--- src/design/tbbs_pkg.sv ---
// shared types and constants of the table block binning sum block
package tbbs_pkg;

  localparam int ACC_W  = 48;
  localparam int SUM_W  = 56;
  localparam int PROD_W = 88;
  localparam int DIV_W  = 40;
  localparam int BINS   = 8;
  localparam int DCNT_W = 7;

  typedef enum logic [2:0] {
    REG_SCALE     = 3'd0,
    REG_AVERAGE   = 3'd1,
    REG_COLUMNS   = 3'd2,
    REG_COL_CUTS  = 3'd3,
    REG_COL_BINS  = 3'd4,
    REG_ROW_LOW   = 3'd5,
    REG_ROW_HIGH  = 3'd6,
    REG_ROW_BINS  = 3'd7
  } reg_idx_t;

  typedef struct packed {
    logic cap_cell;
    logic acc_write;
    logic row_init;
    logic col_init;
    logic sum_rd;
    logic sum_add;
    logic scale_init;
    logic mul_lo;
    logic mul_hi;
    logic mul_sum;
    logic div_step;
    logic fin;
    logic emit;
    logic row_end;
  } cmd_t;

  typedef struct packed {
    logic active;
    logic row_done;
    logic bin_ready;
    logic cbins_zero;
    logic col_has_cells;
    logic sum_last;
    logic rwidth_zero;
    logic div_last;
    logic out_free;
    logic col_last;
  } sts_t;

endpackage

--- src/design/tbbs_ctrl.sv ---
// controller state machine of the table block binning sum block
module tbbs_ctrl (
  input  logic           clk,
  input  logic           rst_n,
  input  logic           in_valid,
  output logic           in_ready,
  input  tbbs_pkg::sts_t sts,
  output tbbs_pkg::cmd_t cmd
);

  import tbbs_pkg::*;

  typedef enum logic [13:0] {
    S_IDLE      = 14'b00000000000001,
    S_ACC_WR    = 14'b00000000000010,
    S_ROW_CHK   = 14'b00000000000100,
    S_COL_START = 14'b00000000001000,
    S_SUM_RD    = 14'b00000000010000,
    S_SUM_ADD   = 14'b00000000100000,
    S_SCALE     = 14'b00000001000000,
    S_MUL_LO    = 14'b00000010000000,
    S_MUL_HI    = 14'b00000100000000,
    S_MUL_SUM   = 14'b00001000000000,
    S_DIV       = 14'b00010000000000,
    S_FIN       = 14'b00100000000000,
    S_EMIT      = 14'b01000000000000,
    S_ROW_END   = 14'b10000000000000
  } state_t;

  state_t state_r, state_nxt;

  assign in_ready = (state_r == S_IDLE);

  always_comb begin
    state_nxt = state_r;
    cmd = '0;
    case (state_r)
      S_IDLE: begin
        if (in_valid && sts.active) begin
          cmd.cap_cell = 1'b1;
          state_nxt = S_ACC_WR;
        end
      end
      S_ACC_WR: begin
        cmd.acc_write = 1'b1;
        state_nxt = sts.row_done ? S_ROW_CHK : S_IDLE;
      end
      S_ROW_CHK: begin
        if (sts.bin_ready) begin
          cmd.row_init = 1'b1;
          state_nxt = sts.cbins_zero ? S_ROW_END : S_COL_START;
        end else begin
          state_nxt = S_IDLE;
        end
      end
      S_COL_START: begin
        cmd.col_init = 1'b1;
        state_nxt = sts.col_has_cells ? S_SUM_RD : S_SCALE;
      end
      S_SUM_RD: begin
        cmd.sum_rd = 1'b1;
        state_nxt = S_SUM_ADD;
      end
      S_SUM_ADD: begin
        cmd.sum_add = 1'b1;
        state_nxt = sts.sum_last ? S_SCALE : S_SUM_RD;
      end
      S_SCALE: begin
        cmd.scale_init = 1'b1;
        state_nxt = sts.rwidth_zero ? S_EMIT : S_MUL_LO;
      end
      S_MUL_LO: begin
        cmd.mul_lo = 1'b1;
        state_nxt = S_MUL_HI;
      end
      S_MUL_HI: begin
        cmd.mul_hi = 1'b1;
        state_nxt = S_MUL_SUM;
      end
      S_MUL_SUM: begin
        cmd.mul_sum = 1'b1;
        state_nxt = S_DIV;
      end
      S_DIV: begin
        cmd.div_step = 1'b1;
        if (sts.div_last) begin
          state_nxt = S_FIN;
        end
      end
      S_FIN: begin
        cmd.fin = 1'b1;
        state_nxt = S_EMIT;
      end
      S_EMIT: begin
        if (sts.out_free) begin
          cmd.emit = 1'b1;
          state_nxt = sts.col_last ? S_ROW_END : S_COL_START;
        end
      end
      S_ROW_END: begin
        cmd.row_end = 1'b1;
        state_nxt = S_ROW_CHK;
      end
      default: begin
        state_nxt = S_IDLE;
      end
    endcase
  end

  always_ff @(posedge clk) begin
    if (!rst_n) begin
      state_r <= S_IDLE;
    end else begin
      state_r <= state_nxt;
    end
  end

endmodule

--- config.mk ---
export PLATFORM = sky130hd
export DESIGN_NAME = tbbs_ctrl
export DESIGN_NICKNAME = d
export VERILOG_FILES = /design/src/design/tbbs_pkg.sv /design/src/design/tbbs_ctrl.sv
export SDC_FILE = /design/constraint.sdc
export NUM_CORES = 1
export LEC_CHECK = 0
export BUFFER_PORTS_ARGS = -buffer_cell sky130_fd_sc_hd__buf_4
export CAP_MARGIN = 20
export CORE_MARGIN = 3
export CORE_UTILIZATION = 50
export DETAILED_ROUTE_END_ITERATION = 7
export PLACE_DENSITY_LB_ADDON = 0.15
export RECOVER_POWER = 25
export SLEW_MARGIN = 40
export SYNTH_ARGS = -nofsm -noshare
export SYNTH_HDL_FRONTEND = slang
export SYNTH_SLANG_ARGS = --single-unit
export TNS_END_PERCENT = 30
--- constraint.sdc ---
create_clock -name clk -period 2.1 [get_ports clk]
set_input_delay 0.105 -clock clk [delete_from_list [all_inputs] [get_ports clk]]
set_output_delay 0.105 -clock clk [all_outputs]
set_load 0.05 [all_outputs]
==> results.toml, run 1 <==
[floorplan]
num_rows = 15
die-area_um2 = 2500
start_util_pct = 54.2
ios = 28
die_y_um = 50.0
die_w_um = 50.0
core_area_um2 = 1780

[critical_path]
worstPathMaxFanout = 3
startpoint_type = "flip-flop"
critical_path_required_ps = 2000
cp.arrival_ps = 2130
crit_type = "flip-flop to output pin"
endpoint_kind = "output pin"

[run_status]
violations = "setup timing"
status = "finished with violations"

[clock_tree]
ctsHoldBuffers = 0
ctsRootBufferMaster = "clkbuf_4"
clockBufferDepth = 2
cts.sinks = 14
clk_latency_ps = 290
numCtsBuffers = 3
cts_tree = "done"
clk_pin_slew_worst_paths_ps = 90
h-tree-depth = 1

[timing]
rsz0062_at_grt = "true"
slew_viol_final = 0
worst_pin_slew_ps = 423
fin_setup_tns_ps = -424
setup_ws_ps = -132
fin_crit_sh_pct = 106
finClkSkew_ps = 9.44
timing.slew.headroom_pct = 71.8
fmax_mhz = 448
finalHoldViolations = 0
setup_viol = 7
min_period_ps = 2230

[global_routing]
grt_max_degree = 12
grt.overflow.total = 0
grt_pass1_vias = 1085
grt_pass1_wl_um = 4800
antenna_found_initial = 0
grt_use_total_pct = 24.7

[synth]
synth_area_um2 = 967
yosys.area.top_type_share_pct = 29.0
syn-mean-instance-area_um2 = 7.68
synth_seq_area_share_pct = 29.0
ys_ff_latch = 14
synth.most_common_cell = "nor2_1"
yosys.area.top_type = "dfxtp_1"
synthFlopType = "dfxtp_1"
synth.distinct_cells = 39
synthCells = 126
synth.yosys.warnings = 0
synth_top_cells_by_count = "18 x nor2_1, 14 x dfxtp_1, 7 x nand2b_1, 7 x nor3_1, 7 x nor4_1"
synthTopCellsByArea = "dfxtp_1 29%, nor2_1 7.0%, nand2b_1 4.5%"
synthArstFlopShare_pct = 0
synth_nets = 139
synth_edf_count = 0

[route]
wl_per_cell_um = 15.1
drtAntennaViolNets = 0
drc = 0
drt_first_pass_iters = 5
drt-initial-drc-count = 55
viasPerCell = 5.96
routed_wl_um = 2880
vias = 1133

[final_layout]
post-route-cell-area_um2 = 1420
largest_register = "state_r"
largest_reg_flops = 14
final_net_count = 179
seq_area_um2 = 287
fin_cells = 190
fillers = 120
final_core_util_pct = 79.6
diodes = 0
reg_top3 = "state_r: 14 flops"
area_growth_pct = 46.7
layout-drive-gt1-share_pct = 40.6
multiInputGateArea_um2 = 712

[pwr]
ir_drop_mv = 0.465
power_density_nw_per_um2 = 529
leakagePower_nw = 0.594

[hold_path]
hp-class = "input pin to flip-flop"

[placement]
port_buffers = 27
place_inst = 182
dpl.hpwl_um = 2060
finalWeightedCongestion = 0.826
place_area_um2 = 1300

[flow_run]
cap_violations = 0
[cell usage in the layout, fill, tap and decap left out, types with 4 or more instances in the layout]
master     n
nor3_1     6
nand3_1    5
nor2b_1    5
nor4_2     5
a21oi_1    5
inv_1      4
nand2b_1   7
buf_6      4
buf_4     38
o211ai_1   4
nor2_1    17
dfxtp_1   11
clkbuf_4   4
[path summary, 6_finish.rpt]
kind | startpoint | to | slack (ps) | depth (start not counted)
min reg2reg | state_r[6]$_SDFFE_PN0P_ | state_r[8]$_SDFFE_PN0P_ | 630 | 3
min | sts[8] | state_r[2]$_SDFFE_PN0P_ | 50 | 3
max | state_r[4]$_SDFFE_PN0P_ | cmd[4] | -130 | 4
max reg2reg | state_r[4]$_SDFFE_PN0P_ | state_r[9]$_SDFFE_PN0P_ | 160 | 5
[cell type report]
cell class | count | share of cell area [%]
Tap cell | 25 | 2.20
Multi-Input combinational cell | 100 | 50.2
Timing Repair Buffer | 43 | 23.8
Inverter | 4 | 1.06
Clock buffer | 4 | 2.56
Sequential cell | 14 | 20.2
[cell families after synthesis]
kind of cell	count (synthesis)	share of synthesized area (%)
flip-flops	14	29.0
AND/OR/NAND/NOR	76	48.4
XOR/XNOR	2	1.81
buffers and inverters	12	5.17
AO/OA/AOI/OAI	22	15.7
[per-stage QoR]
step / hold WS (ps) / power (mW) / setup WS [ps]
3_5_place_dp: 353 / 0.545 / 118
5_1_grt: 48.1 / 0.787 / -191
4_1_cts: 57.9 / 0.746 / -178
6_report: 51.5 / 0.751 / -132
2_1_floorplan: 246 / 0.452 / -292
3_3_place_gp: 341 / 0.542 / 127
[critical path, cell delays in order (launching register included)]
cell,delay (ps)
dfxtp_2,330
or4_4,560
or4_4,470
nor4b_4,280
buf_6,200
[power by group]
| group | switching (mW) | internal (mW) | total, mW | leakage, nW |
|---|---|---|---|---|
| clock network | 0.0915 | 0.106 | 0.197 | 0.0210 |
| logic | 0.151 | 0.108 | 0.259 | 0.458 |
| registers | 0.0216 | 0.273 | 0.295 | 0.115 |
[layer usage]
layer	GRT usage, %	vias to the layer above	routed length (um)
met5	0	-	0
met4	10.6	0	56
met3	4.83	9	207
met2	39.6	60	1440
met1	31.8	521	1170
li1	-	543	-
[repair_timing]
action / CTS / global route
buffers inserted: 3 / 1
pin swaps: 1 / 3
gates resized for setup: 10 / 5
endpoints found under the setup margin: 8 / 14
No activity file was read; power rests on OpenSTA's default activity.
==> inputs of run 2 (changes only) <==
- PLACE_DENSITY_LB_ADDON: 0.15 -> 0.25
==> results.toml, run 2 (same netlist as run 1, synthesis figures left out) <==
[route]
drc = 0
drtAntennaViolNets = 0
routed_wl_um = 2620
drt_first_pass_iters = 4
viasPerCell = 5.73
vias = 1060
wl_per_cell_um = 14.1
drt-initial-drc-count = 23

[global_routing]
grt.overflow.total = 0
grt_use_total_pct = 23.4
grt_util_met1_pct = 27.7
grt_pass1_wl_um = 4430
busiest_layer = "met2"
antenna_found_initial = 0
grt_max_degree = 11
met3_usage_pct = 6.65
grt_pass1_vias = 1001
grt_use_met2_pct = 39.1

[final_layout]
layout-drive-gt1-share_pct = 36.9
diodes = 0
largest_reg_flops = 14
reg_top3 = "state_r: 14 flops"
final_core_util_pct = 75.5
post-route-cell-area_um2 = 1350
fillers = 126
final_cell_mix = "37 x buf_4, 18 x nor2_1, 11 x dfxtp_1, 7 x nand2b_1, 6 x nor3_1"
largest_register = "state_r"
final_net_count = 175
final_common_cell = "buf_4"
area_growth_pct = 39.2

[timing]
finClkSkew_ps = 1.62
rsz0062_at_grt = "true"
min_period_ps = 2270
fmax_mhz = 441
finalHoldViolations = 0
slew_viol_final = 0
fin_crit_sh_pct = 108
setup_ws_ps = -168
timing.slew.headroom_pct = 70.4
setup_viol = 4
worst_pin_slew_ps = 440

[pwr]
power_density_nw_per_um2 = 519
leakagePower_nw = 0.557
power_uw = 699
ir_drop_mv = 0.496

[clock_tree]
h-tree-depth = 1
ctsRootBufferMaster = "clkbuf_4"
ctsHoldBuffers = 0
clockBufferDepth = 2
cts_tree = "done"
numCtsBuffers = 3
cts.sinks = 14
clk_latency_ps = 280
clk_pin_slew_worst_paths_ps = 80

[floorplan]
core_area_um2 = 1780
die-area_um2 = 2500
ios = 28
start_util_pct = 54.2
die_y_um = 50.0
die_w_um = 50.0
num_rows = 15

[critical_path]
critical_path_required_ps = 2000
cp_slowest_cell = "or4_4"
startpoint_type = "flip-flop"
rr_startpoint = "state_r[4]$_SDFFE_PN0P_"
critical_path.cell_chain = "or4_4 -> or4_4 -> nor4b_4 -> buf_6"
worstPathMaxFanout = 6
endpoint_kind = "output pin"
ff2ff_setup_slack_ps = 150
cp.arrival_ps = 2160
path_common_cell = "or4_4"
cpPeakStageDelay_ps = 570
crit_type = "flip-flop to output pin"
r2r-end = "state_r[10]$_SDFFE_PN0P_"
reg2reg_depth = 4

[flow_run]
cap_violations = 0

[run_status]
violations = "setup timing"
status = "finished with violations"

[hold_path]
hold_end = "state_r[2]$_SDFFE_PN0P_"
hold_depth = 3
min_from = "sts[8]"
hp-class = "input pin to flip-flop"

[placement]
dpl.hpwl_um = 2130
finalWeightedCongestion = 0.828
port_buffers = 27
place_area_um2 = 1300
preCtsSetupSlack_ps = 99.7
run 2: layout make-up:
class                           count  area (um2)  share of cell area, %
Multi-Input combinational cell    100         693                   51.5
Clock buffer                        3        22.5                   1.67
Inverter                            4        15.0                   1.12
Timing Repair Buffer               39         300                   22.3
Tap cell                           25        31.3                   2.32
Sequential cell                    14         284                   21.1
run 2: routing by layer:
layer / vias up / wire length (um)
met1: 494 / 1150
met5: - / 0
li1: 531 / -
met3: 5 / 128
met2: 30 / 1310
met4: 0 / 33
run 2: worst max-delay path by stage:
| stage | start | to | slack, ps | cells after the start |
|---|---|---|---|---|
| after floorplan | state_r[1]$_SDFFE_PN0P_ | state_r[11]$_SDFFE_PN0P_ | -290 | 5 |
| after global placement | state_r[4]$_SDFFE_PN0P_ | cmd[4] | 130 | 4 |
| after detailed placement | state_r[4]$_SDFFE_PN0P_ | cmd[4] | 100 | 4 |
| after CTS | state_r[4]$_SDFFE_PN0P_ | cmd[4] | -180 | 4 |
| after global routing | state_r[4]$_SDFFE_PN0P_ | cmd[4] | -230 | 4 |
| final | state_r[4]$_SDFFE_PN0P_ | cmd[4] | -170 | 4 |
run 2: repair_timing:
action / 4_1_cts / 5_1_grt
endpoints found under the setup margin: 6 / 10
resized for setup: 6 / 1
buffers inserted: 0 / 0
hold endpoints to repair: 0 / 0
pin swaps: 0 / 1
run 2: power by group:
part	internal, mW	total (mW)	switching [mW]
logic	0.107	0.254	0.147
clock network	0.0665	0.149	0.0829
registers	0.275	0.295	0.0207
total	0.448	0.699	0.250
run 2: stage by stage:
step,setup TNS [ps],std cells,hold slack (ps)
global route,-1260,185,56.2
detailed placement,0,182,353
global placement,0,182,346
CTS,-388,185,59.8
finish,-356,185,61.2
floorplan,-1750,126,246
run 2: worst max-delay path: cells and delay by family, from the launching register on:
kind	cells	cell delay, ps
and+or+nand+nor	3	1340
DFF	1	350
buffers and inverters	1	200
